--- config.mk ---
export PLATFORM = sky130hd
export DESIGN_NAME = pileup_base_counter_top_flat
export DESIGN_NICKNAME = d
export VERILOG_FILES = /design/src/pkc_pkg.sv /design/src/pkc_if.sv /design/src/pileup_base_counter_top.sv /design/src/pkc_queue.sv /design/src/pkc_front.sv /design/src/pkc_back.sv /design/src/flat_wrapper.sv
export VERILOG_INCLUDE_DIRS = /design/src /design/src/src
export SDC_FILE = /design/constraint.sdc
export NUM_CORES = 2
export LEC_CHECK = 0
export ABC_AREA = 1
export BUFFER_PORTS_ARGS = -buffer_cell sky130_fd_sc_hd__buf_2
export CAP_MARGIN = 40
export CORE_UTILIZATION = 50
export DETAILED_ROUTE_END_ITERATION = 16
export PLACE_DENSITY = 0.66
export SYNTH_ARGS = -nofsm -noshare
export SYNTH_HDL_FRONTEND = slang
export SYNTH_SLANG_ARGS = --single-unit
--- constraint.sdc ---
create_clock -name clk -period 12 [get_ports clk]
set_clock_uncertainty 0.2 [all_clocks]
set_input_delay 2.4 -clock clk [delete_from_list [all_inputs] [get_ports clk]]
set_output_delay 2.4 -clock clk [all_outputs]
set_load 0.005 [all_outputs]
--- src/pileup_base_counter_top_defines.svh ---
// ---------------------------------------------------------------------------
// Pileup base counter assertion macros
// Concurrent assertion helpers, left empty for synthesis.
// ---------------------------------------------------------------------------
`ifndef PILEUP_BASE_COUNTER_TOP_DEFINES_SVH
`define PILEUP_BASE_COUNTER_TOP_DEFINES_SVH

`ifndef SYNTHESIS
`define PKC_ASSERT_IMPL(label, clk, rst_n, pre, post) \
    label: assert property (@(posedge clk) disable iff (!rst_n) (pre) |-> (post)) \
        else $error("pkc: assertion failed");
`define PKC_ASSERT_NEXT(label, clk, rst_n, pre, post) \
    label: assert property (@(posedge clk) disable iff (!rst_n) (pre) |=> (post)) \
        else $error("pkc: assertion failed");
`else
`define PKC_ASSERT_IMPL(label, clk, rst_n, pre, post)
`define PKC_ASSERT_NEXT(label, clk, rst_n, pre, post)
`endif

`endif

--- src/pkc_pkg.sv ---
// ---------------------------------------------------------------------------
// Pileup base counter package
// Shared types, codes and default sizes.
// ---------------------------------------------------------------------------
package pkc_pkg;

    localparam int DEFAULT_COUNT_BITS = 20;
    localparam int DEFAULT_INDEL_BITS = 10;
    localparam int QUEUE_DEPTH        = 4;
    localparam int QUAL_BITS          = 7;
    localparam int OUT_COUNT_BITS     = 20;

    localparam logic [1:0] ACT_REF    = 2'd0;
    localparam logic [1:0] ACT_SYMBOL = 2'd1;
    localparam logic [1:0] ACT_END    = 2'd2;

    localparam logic [2:0] NO_BASE = 3'd4;

    localparam logic OP_COUNT = 1'b0;
    localparam logic OP_END   = 1'b1;

    typedef struct packed {
        logic [1:0] action;
        logic       sample;
        logic [7:0] symbol;
        logic [7:0] quality_char;
    } in_item_t;

    typedef struct packed {
        logic [1:0]                ref_code;
        logic [2:0]                top_base;
        logic [OUT_COUNT_BITS-1:0] top_count_first;
        logic [OUT_COUNT_BITS-1:0] top_count_second;
        logic [2:0]                next_base;
        logic [OUT_COUNT_BITS-1:0] next_count_first;
        logic [OUT_COUNT_BITS-1:0] next_count_second;
    } out_item_t;

    typedef struct packed {
        logic       kind;
        logic       sample;
        logic [1:0] base;
        logic [1:0] ref_code;
        logic       seen;
    } op_t;

    typedef struct packed {
        logic valid;
        op_t  op;
    } q_rd_t;

endpackage

--- src/pkc_if.sv ---
// ---------------------------------------------------------------------------
// Pileup base counter channels
// Valid/ready channels for pileup items, results and configuration.
// ---------------------------------------------------------------------------
interface pkc_in_if import pkc_pkg::*; ();
    logic     valid;
    logic     ready;
    in_item_t data;

    modport source (output valid, output data, input ready);
    modport sink (input valid, input data, output ready);
endinterface

interface pkc_out_if import pkc_pkg::*; ();
    logic      valid;
    logic      ready;
    out_item_t data;

    modport source (output valid, output data, input ready);
    modport sink (input valid, input data, output ready);
endinterface

interface pkc_cfg_if import pkc_pkg::*; ();
    logic                 valid;
    logic                 ready;
    logic [QUAL_BITS-1:0] data;

    modport source (output valid, output data, input ready);
    modport sink (input valid, input data, output ready);
endinterface

--- src/pileup_base_counter_top.sv ---
// ---------------------------------------------------------------------------
// Pileup base counter top level
// Parser front end, operation queue and counter back end.
// ---------------------------------------------------------------------------
// The block accepts one pileup item per clock cycle whenever its four-entry
// operation queue has room; the counter bank drains one queued operation per
// cycle while results are taken, so the sustained rate is then one item per
// cycle. An end-of-position result passes the sum stage, then the rank stage,
// and is held in an output register while the next items are taken.
// The minimum quality register can take a write in any cycle.
`include "pileup_base_counter_top_defines.svh"

module pileup_base_counter_top import pkc_pkg::*;
#(
    parameter int COUNT_BITS = DEFAULT_COUNT_BITS,
    parameter int INDEL_BITS = DEFAULT_INDEL_BITS
)
(
    input  logic        clk,
    input  logic        rst_n,
    pkc_cfg_if.sink     cfg,
    pkc_in_if.sink      pileup,
    pkc_out_if.source   result
);

    logic  push;
    op_t   push_op;
    logic  q_full;
    logic  q_pop;
    q_rd_t q_rd;

    assign cfg.ready = 1'b1;

    pkc_front #(
        .INDEL_BITS (INDEL_BITS)
    ) u_front (
        .clk        (clk),
        .rst_n      (rst_n),
        .cfg_valid  (cfg.valid),
        .cfg_data   (cfg.data),
        .item_valid (pileup.valid),
        .item_ready (pileup.ready),
        .item       (pileup.data),
        .push       (push),
        .push_op    (push_op),
        .queue_full (q_full)
    );

    pkc_queue u_queue (
        .clk     (clk),
        .rst_n   (rst_n),
        .push    (push),
        .push_op (push_op),
        .full    (q_full),
        .pop     (q_pop),
        .rd      (q_rd)
    );

    pkc_back #(
        .COUNT_BITS (COUNT_BITS)
    ) u_back (
        .clk       (clk),
        .rst_n     (rst_n),
        .q         (q_rd),
        .pop       (q_pop),
        .res_valid (result.valid),
        .res_ready (result.ready),
        .res       (result.data)
    );

    `PKC_ASSERT_NEXT(end_queued_a, clk, rst_n, pileup.valid && pileup.ready && (pileup.data.action == ACT_END), q_rd.valid)
    `PKC_ASSERT_IMPL(pop_needs_entry_a, clk, rst_n, q_pop, q_rd.valid)
    `PKC_ASSERT_IMPL(none_ranks_last_a, clk, rst_n, result.valid && (result.data.top_base == NO_BASE), result.data.next_base == NO_BASE)
    `PKC_ASSERT_IMPL(distinct_bases_a, clk, rst_n, result.valid && (result.data.top_base != NO_BASE) && (result.data.next_base != NO_BASE), result.data.top_base != result.data.next_base)

endmodule

--- src/pkc_queue.sv ---
// ---------------------------------------------------------------------------
// Pileup base counter operation queue
// Short register queue between the parser and the counter bank.
// ---------------------------------------------------------------------------
module pkc_queue import pkc_pkg::*;
(
    input  logic  clk,
    input  logic  rst_n,
    input  logic  push,
    input  op_t   push_op,
    output logic  full,
    input  logic  pop,
    output q_rd_t rd
);

    localparam int PTR_BITS = $clog2(QUEUE_DEPTH);
    localparam int CNT_BITS = $clog2(QUEUE_DEPTH + 1);

    op_t                 mem_reg [QUEUE_DEPTH];
    logic [PTR_BITS-1:0] wr_ptr_reg;
    logic [PTR_BITS-1:0] wr_ptr_next;
    logic [PTR_BITS-1:0] rd_ptr_reg;
    logic [PTR_BITS-1:0] rd_ptr_next;
    logic [CNT_BITS-1:0] fill_reg;
    logic [CNT_BITS-1:0] fill_next;
    logic                do_push;
    logic                do_pop;

    assign full     = (fill_reg == CNT_BITS'(QUEUE_DEPTH));
    assign rd.valid = (fill_reg != '0);
    assign rd.op    = mem_reg[rd_ptr_reg];
    assign do_push  = push && !full;
    assign do_pop   = pop && rd.valid;

    always_comb
    begin
        wr_ptr_next = wr_ptr_reg;
        rd_ptr_next = rd_ptr_reg;
        fill_next   = fill_reg;
        if (do_push)
        begin
            wr_ptr_next = (wr_ptr_reg == PTR_BITS'(QUEUE_DEPTH - 1)) ? '0 : wr_ptr_reg + 1'b1;
        end
        if (do_pop)
        begin
            rd_ptr_next = (rd_ptr_reg == PTR_BITS'(QUEUE_DEPTH - 1)) ? '0 : rd_ptr_reg + 1'b1;
        end
        if (do_push && !do_pop)
        begin
            fill_next = fill_reg + 1'b1;
        end
        else if (do_pop && !do_push)
        begin
            fill_next = fill_reg - 1'b1;
        end
    end

    always_ff @(posedge clk or negedge rst_n)
    begin
        if (!rst_n)
        begin
            wr_ptr_reg <= '0;
            rd_ptr_reg <= '0;
            fill_reg   <= '0;
        end
        else
        begin
            wr_ptr_reg <= wr_ptr_next;
            rd_ptr_reg <= rd_ptr_next;
            fill_reg   <= fill_next;
        end
    end

    always_ff @(posedge clk)
    begin
        if (do_push)
        begin
            mem_reg[wr_ptr_reg] <= push_op;
        end
    end

endmodule

--- src/pkc_front.sv ---
// ---------------------------------------------------------------------------
// Pileup base counter front end
// Parses pileup items and issues count and end-of-position operations.
// ---------------------------------------------------------------------------
module pkc_front import pkc_pkg::*;
#(
    parameter int INDEL_BITS = DEFAULT_INDEL_BITS
)
(
    input  logic                 clk,
    input  logic                 rst_n,
    input  logic                 cfg_valid,
    input  logic [QUAL_BITS-1:0] cfg_data,
    input  logic                 item_valid,
    output logic                 item_ready,
    input  in_item_t             item,
    output logic                 push,
    output op_t                  push_op,
    input  logic                 queue_full
);

    localparam logic [1:0] MODE_NORMAL   = 2'd0;
    localparam logic [1:0] MODE_SKIP_ONE = 2'd1;
    localparam logic [1:0] MODE_DIGITS   = 2'd2;
    localparam logic [1:0] MODE_SKIP_RUN = 2'd3;

    localparam logic [7:0] CHR_CARET  = 8'h5E;
    localparam logic [7:0] CHR_DOLLAR = 8'h24;
    localparam logic [7:0] CHR_STAR   = 8'h2A;
    localparam logic [7:0] CHR_PLUS   = 8'h2B;
    localparam logic [7:0] CHR_MINUS  = 8'h2D;
    localparam logic [7:0] CHR_DOT    = 8'h2E;
    localparam logic [7:0] CHR_COMMA  = 8'h2C;
    localparam logic [7:0] CHR_ZERO   = 8'h30;
    localparam logic [7:0] CHR_NINE   = 8'h39;
    localparam logic [7:0] QUAL_ZERO  = 8'h21;

    localparam int NUM_BITS = INDEL_BITS + 4;

    typedef struct packed {
        logic       hit;
        logic [1:0] code;
    } base_dec_t;

    function automatic base_dec_t decode_base(input logic [7:0] c);
        base_dec_t d;
        d.hit  = 1'b1;
        d.code = 2'd0;
        case (c)
            8'h41, 8'h61: d.code = 2'd0;
            8'h54, 8'h74: d.code = 2'd1;
            8'h47, 8'h67: d.code = 2'd2;
            8'h43, 8'h63: d.code = 2'd3;
            default:      d.hit  = 1'b0;
        endcase
        return d;
    endfunction

    logic [QUAL_BITS-1:0]  min_qual_reg;
    logic [1:0]            ref_code_reg;
    logic [1:0]            ref_code_next;
    logic [1:0]            mode_reg;
    logic [1:0]            mode_next;
    logic [INDEL_BITS-1:0] remain_reg;
    logic [INDEL_BITS-1:0] remain_next;
    logic                  seen_reg;
    logic                  seen_next;

    logic                  accept;
    logic                  take_sym;
    logic                  is_digit;
    logic [NUM_BITS-1:0]   number;
    logic [INDEL_BITS-1:0] remain_dec;
    logic                  qual_ok;
    base_dec_t             sym_dec;

    assign item_ready = !queue_full;
    assign accept     = item_valid && item_ready;
    assign sym_dec    = decode_base(item.symbol);
    assign is_digit   = (item.symbol >= CHR_ZERO) && (item.symbol <= CHR_NINE);
    assign number     = NUM_BITS'(remain_reg) * NUM_BITS'(4'd10)
                        + NUM_BITS'(item.symbol[3:0]);
    assign remain_dec = (remain_reg != '0) ? remain_reg - 1'b1 : remain_reg;
    assign qual_ok    = (min_qual_reg == '0)
                        || ((item.quality_char >= QUAL_ZERO)
                            && ((item.quality_char - QUAL_ZERO) >= {1'b0, min_qual_reg}));

    always_comb
    begin
        ref_code_next    = ref_code_reg;
        mode_next        = mode_reg;
        remain_next      = remain_reg;
        seen_next        = seen_reg;
        take_sym         = 1'b0;
        push             = 1'b0;
        push_op.kind     = OP_COUNT;
        push_op.sample   = item.sample;
        push_op.base     = sym_dec.code;
        push_op.ref_code = ref_code_reg;
        push_op.seen     = seen_reg;
        if (accept)
        begin
            case (item.action)
                ACT_REF:
                begin
                    if (sym_dec.hit)
                    begin
                        ref_code_next = sym_dec.code;
                    end
                end
                ACT_SYMBOL:
                begin
                    if (item.sample)
                    begin
                        seen_next = 1'b1;
                    end
                    case (mode_reg)
                        MODE_SKIP_ONE:
                        begin
                            mode_next = MODE_NORMAL;
                        end
                        MODE_SKIP_RUN:
                        begin
                            remain_next = remain_dec;
                            if (remain_dec == '0)
                            begin
                                mode_next = MODE_NORMAL;
                            end
                        end
                        MODE_DIGITS:
                        begin
                            if (is_digit)
                            begin
                                remain_next = (number[NUM_BITS-1:INDEL_BITS] != '0)
                                              ? '1 : number[INDEL_BITS-1:0];
                            end
                            else if (remain_reg != '0)
                            begin
                                remain_next = remain_dec;
                                mode_next   = (remain_dec != '0) ? MODE_SKIP_RUN : MODE_NORMAL;
                            end
                            else
                            begin
                                mode_next = MODE_NORMAL;
                                take_sym  = 1'b1;
                            end
                        end
                        default:
                        begin
                            take_sym = 1'b1;
                        end
                    endcase
                    if (take_sym)
                    begin
                        if (item.symbol == CHR_CARET)
                        begin
                            mode_next = MODE_SKIP_ONE;
                        end
                        else if ((item.symbol == CHR_PLUS) || (item.symbol == CHR_MINUS))
                        begin
                            mode_next   = MODE_DIGITS;
                            remain_next = '0;
                        end
                        else if ((item.symbol != CHR_DOLLAR) && (item.symbol != CHR_STAR)
                                 && qual_ok)
                        begin
                            if (sym_dec.hit)
                            begin
                                push = 1'b1;
                            end
                            else if ((item.symbol == CHR_DOT) || (item.symbol == CHR_COMMA))
                            begin
                                push         = 1'b1;
                                push_op.base = ref_code_reg;
                            end
                        end
                    end
                end
                ACT_END:
                begin
                    push         = 1'b1;
                    push_op.kind = OP_END;
                    mode_next    = MODE_NORMAL;
                    remain_next  = '0;
                    seen_next    = 1'b0;
                end
                default:
                begin
                end
            endcase
        end
    end

    always_ff @(posedge clk or negedge rst_n)
    begin
        if (!rst_n)
        begin
            min_qual_reg <= '0;
            ref_code_reg <= '0;
            mode_reg     <= MODE_NORMAL;
            remain_reg   <= '0;
            seen_reg     <= 1'b0;
        end
        else
        begin
            if (cfg_valid)
            begin
                min_qual_reg <= cfg_data;
            end
            ref_code_reg <= ref_code_next;
            mode_reg     <= mode_next;
            remain_reg   <= remain_next;
            seen_reg     <= seen_next;
        end
    end

endmodule

--- src/pkc_back.sv ---
// ---------------------------------------------------------------------------
// Pileup base counter back end
// Saturating per-sample base counters, then a sum stage and a rank stage.
// ---------------------------------------------------------------------------
module pkc_back import pkc_pkg::*;
#(
    parameter int COUNT_BITS = DEFAULT_COUNT_BITS
)
(
    input  logic      clk,
    input  logic      rst_n,
    input  q_rd_t     q,
    output logic      pop,
    output logic      res_valid,
    input  logic      res_ready,
    output out_item_t res
);

    localparam int SUM_BITS = COUNT_BITS + 1;

    logic [COUNT_BITS-1:0] cnt_reg [8];
    logic [COUNT_BITS-1:0] first_reg [4];
    logic [COUNT_BITS-1:0] second_reg [4];
    logic [SUM_BITS-1:0]   sum_reg [4];
    logic [1:0]            s1_ref_reg;
    logic                  s1_valid_reg;
    logic                  res_valid_reg;
    out_item_t             res_reg;
    out_item_t             res_next;

    logic                  s1_advance;
    logic                  s1_free;
    logic                  do_count;
    logic                  do_end;
    logic [2:0]            cnt_idx;

    logic [SUM_BITS-1:0]   best;
    logic [SUM_BITS-1:0]   runner;
    logic [2:0]            best_idx;
    logic [2:0]            runner_idx;
    logic [COUNT_BITS-1:0] best_first;
    logic [COUNT_BITS-1:0] best_second;
    logic [COUNT_BITS-1:0] runner_first;
    logic [COUNT_BITS-1:0] runner_second;

    assign s1_advance = s1_valid_reg && (!res_valid_reg || res_ready);
    assign s1_free    = !s1_valid_reg || s1_advance;
    assign pop        = q.valid && ((q.op.kind == OP_COUNT) || s1_free);
    assign do_count   = pop && (q.op.kind == OP_COUNT);
    assign do_end     = pop && (q.op.kind == OP_END);
    assign cnt_idx    = {q.op.sample, q.op.base};
    assign res_valid  = res_valid_reg;
    assign res        = res_reg;

    always_ff @(posedge clk or negedge rst_n)
    begin
        if (!rst_n)
        begin
            for (int i = 0; i < 8; i++)
            begin
                cnt_reg[i] <= '0;
            end
            s1_valid_reg  <= 1'b0;
            res_valid_reg <= 1'b0;
        end
        else
        begin
            for (int i = 0; i < 8; i++)
            begin
                if (do_end)
                begin
                    cnt_reg[i] <= '0;
                end
                else if (do_count && (cnt_idx == 3'(i)) && !(&cnt_reg[i]))
                begin
                    cnt_reg[i] <= cnt_reg[i] + 1'b1;
                end
            end
            if (do_end)
            begin
                s1_valid_reg <= 1'b1;
            end
            else if (s1_advance)
            begin
                s1_valid_reg <= 1'b0;
            end
            if (s1_advance)
            begin
                res_valid_reg <= 1'b1;
            end
            else if (res_ready)
            begin
                res_valid_reg <= 1'b0;
            end
        end
    end

    always_ff @(posedge clk)
    begin
        if (do_end)
        begin
            s1_ref_reg <= q.op.ref_code;
            for (int j = 0; j < 4; j++)
            begin
                first_reg[j]  <= cnt_reg[j];
                second_reg[j] <= q.op.seen ? cnt_reg[j + 4] : cnt_reg[j];
                sum_reg[j]    <= SUM_BITS'(cnt_reg[j])
                                 + SUM_BITS'(q.op.seen ? cnt_reg[j + 4] : cnt_reg[j]);
            end
        end
        if (s1_advance)
        begin
            res_reg <= res_next;
        end
    end

    always_comb
    begin
        best          = '0;
        runner        = '0;
        best_idx      = NO_BASE;
        runner_idx    = NO_BASE;
        best_first    = '0;
        best_second   = '0;
        runner_first  = '0;
        runner_second = '0;
        for (int j = 0; j < 4; j++)
        begin
            if (sum_reg[j] > best)
            begin
                runner        = best;
                runner_idx    = best_idx;
                runner_first  = best_first;
                runner_second = best_second;
                best          = sum_reg[j];
                best_idx      = 3'(j);
                best_first    = first_reg[j];
                best_second   = second_reg[j];
            end
            else if (sum_reg[j] > runner)
            begin
                runner        = sum_reg[j];
                runner_idx    = 3'(j);
                runner_first  = first_reg[j];
                runner_second = second_reg[j];
            end
        end
        res_next.ref_code          = s1_ref_reg;
        res_next.top_base          = best_idx;
        res_next.top_count_first   = OUT_COUNT_BITS'(best_first);
        res_next.top_count_second  = OUT_COUNT_BITS'(best_second);
        res_next.next_base         = runner_idx;
        res_next.next_count_first  = OUT_COUNT_BITS'(runner_first);
        res_next.next_count_second = OUT_COUNT_BITS'(runner_second);
    end

endmodule

--- src/flat_wrapper.sv ---
// flat-port wrapper written by rule: the top's interface ports become plain ports
module pileup_base_counter_top_flat import pkc_pkg::*;
#(
    parameter int COUNT_BITS = DEFAULT_COUNT_BITS,
    parameter int INDEL_BITS = DEFAULT_INDEL_BITS
)
  (clk, rst_n, cfg_valid, cfg_data, cfg_ready, pileup_valid, pileup_data, pileup_ready, result_valid, result_data, result_ready);
  pkc_cfg_if cfg_i ();
  pkc_in_if pileup_i ();
  pkc_out_if result_i ();
  input  logic clk;
  input  logic rst_n;
  input wire logic [$bits(cfg_i.valid)-1:0] cfg_valid;
  input wire logic [$bits(cfg_i.data)-1:0] cfg_data;
  output wire logic [$bits(cfg_i.ready)-1:0] cfg_ready;
  input wire logic [$bits(pileup_i.valid)-1:0] pileup_valid;
  input wire logic [$bits(pileup_i.data)-1:0] pileup_data;
  output wire logic [$bits(pileup_i.ready)-1:0] pileup_ready;
  output wire logic [$bits(result_i.valid)-1:0] result_valid;
  output wire logic [$bits(result_i.data)-1:0] result_data;
  input wire logic [$bits(result_i.ready)-1:0] result_ready;
  assign cfg_i.valid = cfg_valid;
  assign cfg_i.data = cfg_data;
  assign cfg_ready = cfg_i.ready;
  assign pileup_i.valid = pileup_valid;
  assign pileup_i.data = pileup_data;
  assign pileup_ready = pileup_i.ready;
  assign result_valid = result_i.valid;
  assign result_data = result_i.data;
  assign result_i.ready = result_ready;
  pileup_base_counter_top #(.COUNT_BITS(COUNT_BITS), .INDEL_BITS(INDEL_BITS)) u_core (.clk(clk), .rst_n(rst_n), .cfg(cfg_i), .pileup(pileup_i), .result(result_i));
endmodule
==> results.ini <==
[run_status]
outcome=finished clean

[timing]
setup_tns_ns=0
fmax_ghz=0.121
hold_violations=0
maxSlewViolCount=0
finalCriticalPeriod_ns=8.25
rsz0062_at_grt=false
setup-violations-final=0
worstMarginPinSlew_ns=0.958
finalCritPeriodShare_pct=68.8
slew_headroom_pct=35.5

[grt]
grt_use_total_pct=32.1
grt_util_met3_pct=6.12
grt_pass1_wl_um=179000
met2_usage_pct=50.4
use_met1_pct=43.7
antenna_found_initial=5
grt-busiest-layer=met2
grt_max_degree=144
grt_pass1_vias=29800
gr-total-overflow=0

[setup_path]
crit_path_top_delay_cell=buf_4
worstPathArrival_ns=8.45
r2r_cells=30
cp-startpoint=u_core.u_back.sum_reg[1][11]
r2r-start=u_core.u_back.sum_reg[1][11]
crit_type=reg -> reg
worstSetupEndpointType=flop
critPathMaxFanout=104
crit_path_max_incr_delay_ns=0.66
r2r_setup_slack_ns=3.75
regToRegEndpoint=u_core.u_back.res[12]
critPathLaunchType=flop
cp.required_ns=12.20

[clocking]
clock_latency_ns=0.63
cts_tree=built
h-tree-depth=3
cts.path.max_buffers=3
hold_buffers=0
path_clk_slew_ns=0.06
root_buffer=clkbuf_16
ctsResizeCount=0
cts_setup_buffers=0
cts.sinks=553
cts_made_buffers=66

[worst_hold_path]
min_from=u_core.u_back.s1_ref_reg[0]
whs_path_depth=0
holdPathEnd=u_core.u_back.res[86]
hp-class=reg -> reg

[floorplanning]
core_area_mm2=0.0720
placementRows=98
initial_core_util_pct=50.9
die_h_um=273
die_x_um=273
ioPinCount=122
die_area_mm2=0.0743

[synthesis]
yosysSeqAreaShare_pct=42.7
ys_ff_latch=553
synthFlopType=edfxtp_1
syn_nets=4831
synthCells=4562
synth_area_mm2=0.0366
synthArstFlopShare_pct=34.5
synthDistinctLibCells=57
yosysWarnings=0
syn_area_per_cell_um2=8.03
synth_edf_count=362

[drt]
via_per_inst=5.73
via_count=32200
firstDrtPassIters=6
wl_per_cell_um=21.3
first_iter_violations=3428
wl_um=120000
ant_nets=0
drc=0

[placement]
gp_congestion=0.989
dp_hpwl_um=91700
port_buffers=120

[run]
maxCapViolCount=0

[layout]
drive_above_1_share_pct=7.89
nets=4882
area_growth_pct=9.84
largest_reg_flops=160
fill_cells=6691

==> cell type report <==
class | count | area (um^2) | share of cell area [%]
antenna | 2 | 5.00 | 0.0124
clock buffer | 80 | 1770 | 4.39
clock inverter | 42 | 438 | 1.09
inverter | 565 | 2130 | 5.30
multi-input combinational | 3280 | 18100 | 45.1
sequential | 553 | 15700 | 38.9
tap | 950 | 1190 | 2.95
timing repair buffer | 147 | 927 | 2.30
==> cells by family (layout without fill, tap and decap cells) <==
group           Yosys count  count (layout)  synth area share, %
xor+xnor                159             159                 3.80
fa+ha+maj               238             238                 8.27
buf+inv                 729             834                 7.96
other cells               1               3               0.0102
simple gates           2026            2026                 24.6
flops                   553             553                 42.7
mux                       2               2               0.0615
compound gates          854             854                 12.6
==> synthesized netlist by cell type, types with 16 or more instances <==
| cell | n | area, um^2 |
|---|---|---|
| o21ai_0 | 454 | 2270 |
| ha_1 | 231 | 2890 |
| a31oi_1 | 26 | 163 |
| clkbuf_1 | 67 | 251 |
| nand2_2 | 21 | 131 |
| nand2_1 | 1092 | 4100 |
| edfxtp_1 | 362 | 10900 |
| xor2_1 | 122 | 1070 |
| nor4_1 | 36 | 225 |
| buf_1 | 16 | 60.1 |
| nor2_1 | 239 | 897 |
| nor3_1 | 98 | 490 |
| o21ai_1 | 49 | 245 |
| o31ai_1 | 16 | 120 |
| dfrtp_1 | 191 | 4780 |
| inv_1 | 548 | 2060 |
| nand3_1 | 369 | 1850 |
| nand4_1 | 80 | 500 |
| xnor2_1 | 37 | 324 |
| a21oi_1 | 215 | 1080 |
| o211ai_1 | 40 | 300 |
| or2_2 | 20 | 125 |
| buf_2 | 62 | 310 |
==> how the worst max path moves through the flow <==
stage / endpoint / depth (start not counted) / slack, ns
CTS: u_core.u_back.res[12] / 31 / 3.96
detailed placement: u_core.u_back.res[12] / 31 / 4.00
finish: u_core.u_back.res[12] / 30 / 3.75
floorplan: u_core.u_back.cnt_reg[114] / 7 / 1.22
global placement: u_core.u_back.res[17] / 26 / 2.52
global route: u_core.u_back.res[17] / 37 / 2.85
==> per-stage QoR <==
step / worst slack, ns / util, % / cells / instance area (um^2) / hold slack [ns]
after floorplan: 1.22 / - / 4562 / 36600 / 0.200
after detailed placement: 4.00 / 52.8 / 5495 / 38000 / 0.215
final: 3.75 / 55.9 / 5619 / 40200 / 0.225
after global placement: 2.52 / 52.6 / 5487 / 37900 / 0.206
after CTS: 3.96 / 55.9 / 5617 / 40200 / 0.230
after global routing: 2.85 / 55.9 / 5617 / 40200 / 0.238
==> critical path, delay by kind of cell, from the launching register on <==
| kind | cells | cell delay, ns |
|---|---|---|
| buffers and inverters | 5 | 1.71 |
| adders and majority gates | 3 | 0.92 |
| AOI/OAI and AO/OA | 7 | 1.14 |
| DFF | 1 | 0.44 |
| and+or+nand+nor | 15 | 3.40 |
==> placed cells by master (no fill, tap or decap), drive strengths merged, types with 114 or more instances in the layout <==
cell / instances
o21ai: 505
nor3: 114
nor2: 254
buf: 146
xor2: 122
nand2: 1117
a21oi: 215
nand3: 383
ha: 231
inv: 566
edfxtp: 362
dfrtp: 191
==> metal layers <==
| metal | vias to the layer above | routed length, um |
|---|---|---|
| met5 | - | 29 |
| met2 | 1171 | 53900 |
| li1 | 15600 | - |
| met4 | 4 | 4710 |
| met3 | 210 | 10300 |
| met1 | 15300 | 50600 |
Power is not shown: default switching activity piles up to over one toggle a cycle in this logic, so the estimate is an artifact.
